--- config.mk ---
export PLATFORM = sky130hd
export DESIGN_NAME = lpht_mod_unit
export DESIGN_NICKNAME = d
export VERILOG_FILES = /design/src/hw/rtl/linear_probe_hash_table_top_macros.svh /design/src/hw/rtl/lpht_pkg.sv /design/src/hw/rtl/lpht_mod_unit.sv
export SDC_FILE = /design/constraint.sdc
export NUM_CORES = 1
export LEC_CHECK = 0
export ABC_CLOCK_PERIOD_IN_PS = 3700
export BUFFER_PORTS_ARGS = -buffer_cell sky130_fd_sc_hd__buf_2
export CAP_MARGIN = 25
export CORE_MARGIN = 2
export CORE_UTILIZATION = 52
export CTS_BUF_LIST = sky130_fd_sc_hd__clkbuf_4 sky130_fd_sc_hd__clkbuf_8 sky130_fd_sc_hd__clkbuf_16
export DETAILED_ROUTE_END_ITERATION = 6
export GPL_ROUTABILITY_DRIVEN = 0
export PLACE_DENSITY = 0.83
export SLEW_MARGIN = 40
export SYNTH_ARGS = -nofsm -noshare
export SYNTH_HDL_FRONTEND = slang
export SYNTH_SLANG_ARGS = --single-unit
--- constraint.sdc ---
create_clock -name clk -period 3.7 [get_ports clk]
set_input_delay 0 -clock clk [delete_from_list [all_inputs] [get_ports clk]]
set_output_delay 0 -clock clk [all_outputs]
set_load 0.1 [all_outputs]
--- src/hw/rtl/linear_probe_hash_table_top_macros.svh ---
// Assertion macros shared by the hash table RTL.
`ifndef LINEAR_PROBE_HASH_TABLE_TOP_MACROS_SVH
`define LINEAR_PROBE_HASH_TABLE_TOP_MACROS_SVH

`ifndef SYNTH
// Check that a condition holds at every clock edge out of reset.
`define LPHT_ASSERT_ALWAYS(lbl, clk, rst, cond, msg) \
  lbl: assert property (@(posedge clk) disable iff (rst) (cond)) else $error(msg);
// Check that a condition implies another in the same cycle.
`define LPHT_ASSERT_IMPLIES(lbl, clk, rst, ante, cons, msg) \
  lbl: assert property (@(posedge clk) disable iff (rst) (ante) |-> (cons)) else $error(msg);
`else
`define LPHT_ASSERT_ALWAYS(lbl, clk, rst, cond, msg)
`define LPHT_ASSERT_IMPLIES(lbl, clk, rst, ante, cons, msg)
`endif

`endif

--- src/hw/rtl/lpht_pkg.sv ---
// Shared constants, types and helper functions of the hash table.
package lpht_pkg;

  localparam int CAPACITY   = 1024;
  localparam int IDX_W      = 10;
  localparam int SIZE_W     = 11;
  localparam int KEY_BITS   = 32;
  localparam int VALUE_BITS = 32;
  localparam int HASH_BITS  = 32;
  localparam int STEP_W     = 5;

  localparam logic [SIZE_W-1:0] INIT_SIZE_RST = 11'd33;
  localparam logic [SIZE_W-1:0] CAP_SIZE      = 11'd1024;
  localparam logic [IDX_W-1:0]  IDX_LAST      = 10'd1023;

  // operation codes
  localparam logic [1:0] OP_LOOKUP = 2'd0;
  localparam logic [1:0] OP_INSERT = 2'd1;
  localparam logic [1:0] OP_REMOVE = 2'd2;

  // status codes
  localparam logic [1:0] ST_OK     = 2'd0;
  localparam logic [1:0] ST_DUP    = 2'd1;
  localparam logic [1:0] ST_ABSENT = 2'd2;
  localparam logic [1:0] ST_FULL   = 2'd3;

  typedef logic [KEY_BITS-1:0]   key_t;
  typedef logic [VALUE_BITS-1:0] value_t;
  typedef logic [HASH_BITS-1:0]  hash_t;

  typedef struct packed {
    key_t   key;
    value_t value;
    hash_t  hash;
  } ent_t;

  typedef struct packed {
    logic [1:0] opcode;
    key_t       key;
    hash_t      key_hash;
    value_t     value;
  } item_t;

  typedef struct packed {
    logic              found;
    value_t            value_out;
    logic [1:0]        status;
    logic [SIZE_W-1:0] entry_count;
  } res_t;

  typedef struct packed {
    logic              wr;
    logic [SIZE_W-1:0] wr_size;
    logic [SIZE_W-1:0] floor_size;
  } cfg_t;

  typedef struct packed {
    logic idle;
    logic res_valid;
  } ctrl_stat_t;

  typedef struct packed {
    logic              start;
    hash_t             dividend;
    logic [SIZE_W-1:0] divisor;
  } mod_req_t;

  typedef struct packed {
    logic              done;
    logic [SIZE_W-1:0] rem;
  } mod_rsp_t;

  // Clamp a written table size into 1..CAPACITY.
  function automatic logic [SIZE_W-1:0] clamp_size(input logic [SIZE_W-1:0] v);
    logic [SIZE_W-1:0] r;
    r = v;
    if (v == '0) r = 11'd1;
    else if (v > CAP_SIZE) r = CAP_SIZE;
    return r;
  endfunction

  // floor(x/3) for x up to 2048: reciprocal 2731 / 2^13.
  function automatic logic [SIZE_W-1:0] div3_floor(input logic [SIZE_W:0] x);
    logic [25:0] p;
    p = {14'd0, x} * 26'd2731;
    return p[23:13];
  endfunction

  // floor(x/5) for x up to 1024: reciprocal 1639 / 2^13.
  function automatic logic [SIZE_W-1:0] div5_floor(input logic [SIZE_W-1:0] x);
    logic [21:0] p;
    p = {11'd0, x} * 22'd1639;
    return {2'd0, p[21:13]};
  endfunction

  // Next probe slot with wrap at the size in use.
  function automatic logic [IDX_W-1:0] next_idx(input logic [IDX_W-1:0] i,
                                                input logic [SIZE_W-1:0] sz);
    logic [SIZE_W-1:0] inc;
    inc = {1'b0, i} + 11'd1;
    return (inc >= sz) ? '0 : inc[IDX_W-1:0];
  endfunction

endpackage

--- src/hw/rtl/lpht_mod_unit.sv ---
// Bit-serial remainder unit: hash modulo table size, one quotient bit a cycle.
module lpht_mod_unit (
  input  logic              clk,
  input  logic              rst,
  input  lpht_pkg::mod_req_t req,
  output lpht_pkg::mod_rsp_t rsp
);
  import lpht_pkg::*;

  logic              busy;
  logic              done;
  logic [STEP_W-1:0] cnt;
  hash_t             acc;
  logic [SIZE_W-1:0] rem;
  logic [SIZE_W-1:0] div;
  logic [SIZE_W:0]   trial;

  // shift in the next dividend bit
  assign trial = {rem, acc[HASH_BITS-1]};

  // step the restoring remainder
  always_ff @(posedge clk) begin
    if (rst) begin
      busy <= 1'b0;
      done <= 1'b0;
      cnt  <= '0;
    end else begin
      done <= 1'b0;
      if (req.start) begin
        busy <= 1'b1;
        cnt  <= '0;
        acc  <= req.dividend;
        rem  <= '0;
        div  <= req.divisor;
      end else if (busy) begin
        acc <= acc << 1;
        if (trial >= {1'b0, div}) rem <= SIZE_W'(trial - {1'b0, div});
        else rem <= trial[SIZE_W-1:0];
        cnt <= cnt + 1'b1;
        if (cnt == STEP_W'(HASH_BITS - 1)) begin
          busy <= 1'b0;
          done <= 1'b1;
        end
      end
    end
  end

  assign rsp.done = done;
  assign rsp.rem  = rem;

endmodule

==> results of run 1 <==
state kept, by name, summed over array words and instances (netlist names):
register	cells
acc	32
div	11
rem	11
cnt	5
busy	1
done	1
cell families (layout without fill, tap and decap cells):
group | after synthesis | count (layout)
mux | 37 | 37
other cells | 0 | 1
fa+ha+maj | 14 | 14
flops | 61 | 61
simple gates | 51 | 51
buf+inv | 23 | 134
xor+xnor | 8 | 8
compound gates | 32 | 32
how the worst min path moves through the flow:
stage / from / to / slack [ns] / cells after the start
2_1_floorplan: rst / busy$_SDFF_PP0_ / 0.08 / 1
3_3_place_gp: req[8] / div[8]$_DFFE_PP_ / 0.18 / 1
3_5_place_dp: req[2] / div[2]$_DFFE_PP_ / 0.18 / 1
4_1_cts: req[43] / cnt[2]$_SDFFE_PP0P_ / 0.04 / 3
5_1_grt: req[43] / done$_SDFF_PP0_ / 0.07 / 3
6_report: req[43] / cnt[0]$_SDFFE_PP0P_ / 0.06 / 3
Yosys cell counts (2+ instances only):
| cell type | instances | area share [%] |
|---|---|---|
| a211oi_1 | 3 | 0.75 |
| a21oi_1 | 7 | 1.2 |
| and3_1 | 2 | 0.41 |
| buf_1 | 2 | 0.25 |
| clkbuf_1 | 6 | 0.75 |
| dfxtp_1 | 7 | 4.6 |
| edfxtp_1 | 54 | 54 |
| ha_1 | 13 | 5.4 |
| inv_1 | 13 | 1.6 |
| mux2_2 | 31 | 12 |
| mux2i_1 | 6 | 2.0 |
| nand2_1 | 8 | 1.0 |
| nand2b_1 | 2 | 0.41 |
| nand3b_1 | 2 | 0.50 |
| nor2_1 | 19 | 2.4 |
| nor2b_1 | 6 | 1.2 |
| nor3_1 | 5 | 0.83 |
| o21a_1 | 5 | 1.2 |
| o21ai_0 | 5 | 0.83 |
| o31ai_1 | 2 | 0.50 |
| xnor2_1 | 6 | 1.7 |
| xor2_1 | 2 | 0.58 |
power breakdown:
group | leakage [nW] | internal [mW] | switching, mW
Combinational | 0.967 | 0.184 | 0.268
Sequential | 0.573 | 0.813 | 0.0230
Clock | 0.106 | 0.381 | 0.282
stage by stage:
stage	util, %	power (mW)	worst slack, ns	hold WS (ns)
after floorplan	-	1.179	0.7515	0.07931
after global placement	60.73	1.246	1.175	0.1776
after detailed placement	61.27	1.266	1.094	0.1781
after CTS	73.40	1.965	1.078	0.04057
after global routing	73.44	2.036	0.9221	0.06933
final	73.44	1.951	1.108	0.05774
cell type report:
cell class	instances	area (um2)	area share, %
repair buffers	105	778.2	19.13
clock inverters	7	97.59	2.399
inverters	13	48.80	1.199
multi-input cells	142	1166	28.66
diodes	1	2.502	0.06150
clock buffers	9	123.9	3.044
flip-flops and latches	61	1762	43.30
well taps	72	90.09	2.214
cell usage in the layout, fill, tap and decap left out, types with 2 or more instances in the layout:
| cell | synthesis | routed |
|---|---|---|
| nor2b_1 | 6 | 5 |
| buf_4 | 1 | 2 |
| clkinvlp_4 | 0 | 2 |
| a211oi_1 | 3 | 3 |
| ha_1 | 13 | 13 |
| dfxtp_1 | 7 | 7 |
| nand2_1 | 8 | 8 |
| a21oi_1 | 7 | 7 |
| nor2_1 | 19 | 18 |
| and3_1 | 2 | 2 |
| nor3_1 | 5 | 5 |
| nand3b_1 | 2 | 2 |
| o21ai_0 | 5 | 5 |
| xor2_1 | 2 | 2 |
| mux2i_1 | 6 | 6 |
| edfxtp_1 | 54 | 54 |
| o31ai_1 | 2 | 2 |
| o21a_1 | 5 | 5 |
| buf_2 | 0 | 57 |
| nand2b_1 | 2 | 2 |
| mux2_2 | 31 | 31 |
| inv_1 | 13 | 13 |
| clkbuf_8 | 0 | 9 |
| xnor2_1 | 6 | 6 |
| bufinv_16 | 0 | 2 |
| dlygate4sd3_1 | 0 | 45 |
worst min-delay path: stages:
cell	delay, ns
buf_2	0.11
or2_2	0.18
nor2_1	0.06
per-layer routing:
metal,global-route usage [%],vias up
met5,0,-
met4,8.136,0
met3,7.416,11
met2,40.50,43
met1,23.35,989
li1,-,1048
repair_timing:
item | CTS | global route
endpoints found under the hold margin | 44 | 0
setup endpoints to repair | 0 | 0
hold buffers | 45 | 0
setup buffers | 0 | 0
==> impl_metrics.json, run 1 <==
{
  "port_buffers": 57,
  "synthesis.area_mm2": 0.003015,
  "maxSlewViolCount": 0,
  "max-vdd-ir-drop_v": 0.0004220,
  "core_area_mm2": 0.005540,
  "hold_viol": 0,
  "cts_tree": "yes",
  "clk_latency_ns": 0.34,
  "cp_slowest_cell": "o31ai_4",
  "path_clk_slew_ns": 0.07,
  "synth-edff-count": 54,
  "drc": 0,
  "path_class": "flop to flop",
  "synth_compound_area_share_pct": 7.842,
  "r2r-start": "acc[31]$_DFFE_PP_",
  "instances_no_fill": 410,
  "synthAdderAreaFrac_pct": 6.058,
  "finalSetupTns_ns": 0,
  "fin_nets": 392,
  "critPathMaxStageDelay_ns": 0.70,
  "cp.buffers_inverters": 1,
  "status": "completed",
  "startpoint_type": "flop",
  "post-dp-hpwl_um": 3927,
  "yosysSeqAreaShare_pct": 58.42,
  "routedWlPerCell_um": 15.09,
  "path_delay_family": "compound AO/OA/AOI/OAI gates",
  "grt_max_degree": 48,
  "synth_xor_area_share_pct": 2.324,
  "cts_made_buffers": 9,
  "grt_pass1_wl_um": 10430,
  "met3_length_um": 189,
  "fill_cells": 390,
  "route.top_layer_used": "met4",
  "grt_pass1_vias": 2272,
  "die_w_um": 80.15,
  "synth_top_family_by_area": "multiplexers",
  "synthArstFlopShare_pct": 0,
  "ios": 58,
  "antenna_found_initial": 1,
  "drt-met1-wl_um": 2528,
  "relSlewSlack_pct": 48.72,
  "fp.dieH_um": 80.15,
  "hp-class": "primary input to flop",
  "min_period_over_period_pct": 70.05,
  "synth.distinct_cells": 42,
  "post_drt_via_cell_ratio": 5.100,
  "worst_ep_arrival_time_ns": 2.66,
  "die_area_mm2": 0.006424,
  "fmax_ghz": 0.3858,
  "dr_wl_met2_um": 3346,
  "vias": 2091,
  "maxCapViolCount": 0,
  "placed_cells": 348,
  "power_density_mw_per_mm2": 479.4,
  "yosys.area_share.simple_pct": 8.548,
  "clockBufferDepth": 2,
  "cp_max_fo": 17,
  "cts.repair.resized": 0,
  "ff2ff_path_depth": 9,
  "crit_end": "rem[2]$_SDFFCE_PP0P_",
  "cts_root_buf": "clkbuf_8",
  "crit_start": "acc[31]$_DFFE_PP_",
  "clock_skew_ns": 0.01158,
  "cp.required_ns": 3.77,
  "yosysWarnings": 0,
  "crit_cells": 9,
  "grt-ovfl-total": 0,
  "rows": 27,
  "start_util_pct": 54.43,
  "rsz0062_at_grt": "false",
  "finalInstanceArea_mm2": 0.004069,
  "synth-seq-cells": 61,
  "synth_mux_area_share_pct": 13.57,
  "crit_path_end_kind": "flop",
  "drt-pass1-iter-count": 4,
  "rrSetupSlack_ns": 1.11,
  "postPlaceCellArea_mm2": 0.003395,
  "syn_inst": 226,
  "htree_levels": 3,
  "clock-sinks": 61,
  "drt_iter0_drc": 107,
  "synth_nets": 286,
  "drt_wl_total_um": 6186,
  "setup_viol": 0,
  "syn_to_final_growth_pct": 34.94,
  "p_leak_nw": 1.646,
  "layout_min_cycle_time_ns": 2.592,
  "tightest_slew_ns": 0.7691,
  "synth.avg_cell_area_um2": 13.34,
  "grt_use_total_pct": 22.11,
  "drive_gt1_share_pct": 33.83,
  "r2r-end": "rem[2]$_SDFFCE_PP0P_",
  "cp_cell_sequence": "inv_1 > ha_1 > fa_1 > nand2b_1 > a21oi_1 > o21a_1 > o31ai_4 > mux2i_1 > nor2_1",
  "postRouteAntennaNets": 0,
  "synthFlopType": "edfxtp_1"
}
Note: power is estimated with default switching activity, not from simulation.
==> run 2, diff against run 1 <==
ABC_AREA = 1   (was unset)
ABC_CLOCK_PERIOD_IN_PS = 2200   (was 3700)
CORE_UTILIZATION = 50   (was 52)
PLACE_DENSITY = 0.82   (was 0.83)
clock period = 2.2 ns   (was 3.7 ns; I/O delays follow)
==> impl_metrics.json, run 2 <==
{
  "min_period_over_period_pct": 93.16,
  "synth.distinct_cells": 30,
  "tightest_slew_ns": 0.5521,
  "die_w_um": 84.97,
  "path_clk_slew_ns": 0.07,
  "yosysSeqAreaShare_pct": 53.74,
  "synthesis.area_mm2": 0.003278,
  "core_area_mm2": 0.006350,
  "post-route-util_pct": 67.35,
  "synthFlopType": "edfxtp_1",
  "setup_viol": 0,
  "cp_max_fo": 5,
  "relSlewSlack_pct": 63.06,
  "fin_nets": 555,
  "synth.top_cell.area_share_pct": 49.47,
  "crit_path_end_kind": "flop",
  "rsz0062_at_grt": "false",
  "drt-pass1-iter-count": 4,
  "htree_levels": 3,
  "worst_ep_arrival_time_ns": 2.16,
  "worstHoldStart": "req[43]",
  "hp-class": "primary input to flop",
  "r2r-end": "rem[8]$_SDFFCE_PP0P_",
  "cts_root_buf": "clkbuf_8",
  "layout_commonest_cell": "nand2_1",
  "pwr-share-seq_pct": 45.1,
  "clock-sinks": 61,
  "drt_wl_total_um": 7805,
  "maxSlewViolCount": 0,
  "hold_viol": 0,
  "p_comb_share_pct": 24.9,
  "synth-edff-count": 54,
  "total_power_mw": 3.107,
  "largest_reg_flops": 32,
  "cts_tree": "yes",
  "syn_to_final_growth_pct": 30.46,
  "p_leak_nw": 2.109,
  "power_density_mw_per_mm2": 726.4,
  "antenna_found_initial": 0,
  "place_ws_ns": 0.06917,
  "fp.dieH_um": 84.97,
  "setup_slack_ns": 0.1506,
  "maxCapViolCount": 0,
  "startpoint_type": "flop",
  "r2r-start": "rem[8]$_SDFFCE_PP0P_",
  "top_regs": "acc (32), div (11), rem (11)",
  "synth-seq-cells": 61,
  "clkPwrFrac_pct": 30.0,
  "ff2ff_path_depth": 7,
  "ios": 58,
  "post-dp-hpwl_um": 4772,
  "grt_pass1_wl_um": 12920,
  "post-synth-top-area-cell": "edfxtp_1",
  "antenna_cells": 0,
  "synth.avg_cell_area_um2": 8.449,
  "synth_most_common_cell": "nand2_1",
  "grt-ovfl-total": 0,
  "largest_register": "acc",
  "port_buffers": 57,
  "rows": 29,
  "status": "completed",
  "whs_endpoint": "acc[21]$_DFFE_PP_",
  "drt_iter0_drc": 166,
  "seqCellArea_mm2": 0.001762,
  "drc": 0,
  "die_area_mm2": 0.007220,
  "drive_gt1_share_pct": 20.80,
  "clk_latency_ns": 0.35,
  "vias": 2867,
  "p_sw_share_pct": 32.02,
  "grt_pass1_vias": 2918,
  "start_util_pct": 51.63,
  "path_class": "flop to flop",
  "synthTopCellsByArea": "edfxtp_1 (49%), nand2_1 (18%), inv_1 (5.7%)",
  "syn_inst": 388,
  "max-vdd-ir-drop_v": 0.0005450,
  "post_cts_buffers": 0,
  "netSwitchingPower_mw": 0.9946,
  "multiInputGateArea_mm2": 0.001267,
  "fill_cells": 494,
  "synth_common_cells": "nand2_1 (161), edfxtp_1 (54), inv_1 (50)",
  "postRouteAntennaNets": 0,
  "routedWlPerCell_um": 13.53,
  "hold_path_depth": 3,
  "cp.required_ns": 2.31,
  "layout_common_cells": "nand2_1 (160), buf_2 (57), edfxtp_1 (54)",
  "layout_min_cycle_time_ns": 2.049,
  "post_drt_via_cell_ratio": 4.969,
  "clockBufferDepth": 2,
  "power.internal_mw": 2.112,
  "grt_use_total_pct": 22.99,
  "grt_max_degree": 44,
  "yosysWarnings": 0,
  "rrSetupSlack_ns": 0.15,
  "fmax_ghz": 0.4879,
  "clock_skew_ns": 0.007981,
  "cts_made_buffers": 9,
  "synthArstFlopShare_pct": 0,
  "synth_nets": 448,
  "whs_ns": 0.1669
}
run 2: changes by cell type in the layout (fill, tap and decap cells not counted), sizes merged, moves of 14 or more:
cell   previous run  this run
nor2             20        36
nand3             0        14
nand2             8       168
inv              14        55
mux2             31         0
run 2: worst max-delay path by stage:
stage                                        to  cells after the start  slack (ns)                 start
final                      rem[8]$_SDFFCE_PP0P_                      7        0.15  rem[8]$_SDFFCE_PP0P_
after detailed placement   rem[5]$_SDFFCE_PP0P_                     13        0.07     acc[31]$_DFFE_PP_
after global routing       rem[8]$_SDFFCE_PP0P_                      7        0.02  rem[8]$_SDFFCE_PP0P_
after floorplan            rem[5]$_SDFFCE_PP0P_                     11       -0.18  rem[1]$_SDFFCE_PP0P_
after global placement    rem[10]$_SDFFCE_PP0P_                     13        0.16     acc[31]$_DFFE_PP_
after CTS                  rem[5]$_SDFFCE_PP0P_                     13        0.04     acc[31]$_DFFE_PP_
run 2: worst max-delay path: stages (launching register included):
cell	delay [ns]
edfxtp_1	0.43
ha_1	0.38
nand2_1	0.09
nand2_1	0.08
a21oi_2	0.35
nand3_2	0.25
o21ai_1	0.18
nor2_1	0.05
run 2: logic make-up after synthesis:
| kind of cell | after synthesis | share of synthesized area (%) |
|---|---|---|
| and+or+nand+nor | 227 | 28.36 |
| buffers and inverters | 68 | 8.931 |
| DFF | 61 | 53.74 |
| AOI/OAI and AO/OA | 15 | 2.595 |
| adders and majority gates | 14 | 5.573 |
| xor gates and xnor gates | 3 | 0.8017 |
run 2: power groups by stage:
stage / logic [mW] / clock network (mW) / registers [mW]
after detailed placement: 0.680 / 0 / 1.42
after CTS: 0.744 / 0.927 / 1.40
after global placement: 0.656 / 0 / 1.42
final: 0.775 / 0.931 / 1.40
after floorplan: 0.410 / 0 / 1.56
after global routing: 0.862 / 0.980 / 1.41
run 2: final cells by class:
class	instances	share of cell area (%)
inverters	56	4.915
multi-input cells	261	29.64
well taps	77	2.253
clock buffers	14	3.920
repair buffers	106	17.85
clock inverters	2	0.2341
flip-flops and latches	61	41.19
run 2: layer usage:
metal	part of all wire [%]	track usage [%]	vias up	wire length, um
met4	2.7	10.10	0	212
met1	40	26.15	1310	3101
met5	0	0	-	0
li1	-	-	1432	-
met2	52	41.41	106	4031
met3	5.9	4.864	19	458
run 2: repair_timing:
item / in CTS / in global routing
hold buffers: 44 / 0
endpoints found under the setup margin: 0 / 10
hold endpoints to repair: 44 / 0
resized for setup: 0 / 4
run 2: stage by stage:
step	area, um2	setup TNS [ns]	instances
global placement	3621	0	515
finish	4277	0	577
floorplan	3284	-1.670	388
detailed placement	3621	0	515
CTS	4239	0	575
global route	4277	0	577
==> run 3, diff against run 2 <==
CORE_MARGIN = unset   (was 2)
==> impl_metrics.json, run 3 (same netlist as run 2, synthesis figures left out) <==
{
  "grt_pass1_wl_um": 12780,
  "fp.dieH_um": 82.97,
  "maxCapViolCount": 0,
  "max-vdd-ir-drop_v": 0.0005195,
  "cp.buffers_inverters": 0,
  "maxSlewViolCount": 0,
  "postRouteAntennaNets": 0,
  "grt_pass1_vias": 2908,
  "start_util_pct": 51.63,
  "post-dp-hpwl_um": 4682,
  "crit_cells": 7,
  "clock-sinks": 61,
  "cp_max_fo": 5,
  "largest_register": "acc",
  "layout_min_cycle_time_ns": 2.123,
  "hold_viol": 0,
  "ff2ff_path_depth": 7,
  "power_density_mw_per_mm2": 719.5,
  "cts_made_buffers": 9,
  "path_class": "flop to flop",
  "rows": 29,
  "clockBufferDepth": 2,
  "drc": 0,
  "grt-ovfl-total": 0,
  "relSlewSlack_pct": 67.20,
  "rsz0062_at_grt": "false",
  "htree_levels": 3,
  "cts_root_buf": "clkbuf_8",
  "fmax_ghz": 0.4711,
  "path_clk_slew_ns": 0.07,
  "clk_latency_ns": 0.34,
  "post_drt_via_cell_ratio": 4.978,
  "antenna_found_initial": 0,
  "port_buffers": 57,
  "die_area_mm2": 0.006884,
  "clock_skew_ns": 0.01479,
  "placed_cells": 517,
  "vias": 2882,
  "antenna_cells": 0,
  "p_leak_nw": 2.112,
  "core_area_mm2": 0.006350,
  "crit_path_end_kind": "flop",
  "layout_common_cells": "nand2_1 (160), buf_2 (57), edfxtp_1 (54)",
  "path_delay_family": "compound AO/OA/AOI/OAI gates",
  "layout_commonest_cell": "nand2_1",
  "hold_path_depth": 3,
  "whs_ns": 0.1601,
  "grt_use_total_pct": 23.72,
  "setup_viol": 0,
  "routedWlPerCell_um": 13.47,
  "critPathMaxStageDelay_ns": 0.43,
  "instances_no_fill": 579,
  "drt_iter0_drc": 177,
  "die_w_um": 82.97,
  "tightest_slew_ns": 0.4954,
  "ios": 58,
  "status": "completed",
  "grt_max_degree": 26,
  "fin_nets": 557,
  "largest_reg_flops": 32,
  "syn_to_final_growth_pct": 30.76,
  "top_regs": "acc (32), div (11), rem (11)",
  "drt_wl_total_um": 7801,
  "cp_cell_sequence": "ha_1 > nand2_1 > nand2_1 > a21oi_2 > nand3_2 > o21ai_1 > nor2_1",
  "cts_tree": "yes",
  "cp_common_cell": "nand2_1",
  "cp_slowest_cell": "edfxtp_1",
  "worst_ep_arrival_time_ns": 2.20,
  "cp.required_ns": 2.28,
  "drt-pass1-iter-count": 4,
  "min_period_over_period_pct": 96.49,
  "startpoint_type": "flop",
  "drive_gt1_share_pct": 20.92,
  "hp-class": "primary input to flop"
}
## run 3: repair_timing
action | CTS | global route
gates resized for setup | 0 | 2
buffers inserted | 0 | 0
hold buffers | 44 | 0
hold endpoints to repair | 45 | 0
setup endpoints to repair | 0 | 9
## run 3: per-layer routing
metal | share of wire [%] | routed length [um] | global-route usage (%) | up-vias
met4 | 1.9 | 151 | 8.934 | 0
met3 | 5.1 | 401 | 6.064 | 18
met1 | 41 | 3230 | 27.94 | 1324
met5 | 0 | 0 | 0 | -
li1 | - | - | - | 1445
met2 | 52 | 4018 | 41.58 | 95
## run 3: layout make-up
cell class,instances,area (um2)
multi-input cells,261,1260
flip-flops and latches,61,1762
inverters,56,210.2
clock buffers,12,158.9
clock inverters,4,21.27
well taps,77,96.34
fillers,481,2063
repair buffers,108,778.2
## run 3: path summary, 6_finish.rpt
kind,from,slack [ns],end
worst max-delay path,rem[8]$_SDFFCE_PP0P_,0.08,rem[5]$_SDFFCE_PP0P_
worst min-delay path,req[43],0.16,acc[4]$_DFFE_PP_
worst max register to register,rem[8]$_SDFFCE_PP0P_,0.08,rem[5]$_SDFFCE_PP0P_
worst min register to register,cnt[4]$_SDFFE_PP0P_,0.50,cnt[4]$_SDFFE_PP0P_
## run 3: worst min-delay path: stages
cell     delay [ns]
buf_2          0.20
nand2_1        0.09
nand2_1        0.04
## run 3: through the flow
stage	power (mW)	TNS [ns]	worst slack, ns	area [um2]	utilization (%)
floorplan	1.968	-1.670	-0.1760	3284	-
global placement	2.080	0	0.1548	3636	57.26
detailed placement	2.107	0	0.05452	3636	57.26
CTS	3.079	0	0.04722	4257	67.03
global route	3.255	0	0.003793	4287	67.51
finish	3.084	0	0.07718	4287	67.51
## run 3: report_power, final
group          switching (mW)  total [mW]  internal (mW)
Sequential             0.0369        1.40           1.36
Combinational           0.506       0.771          0.265
Clock                   0.436       0.914          0.478
Total                   0.979        3.08           2.10
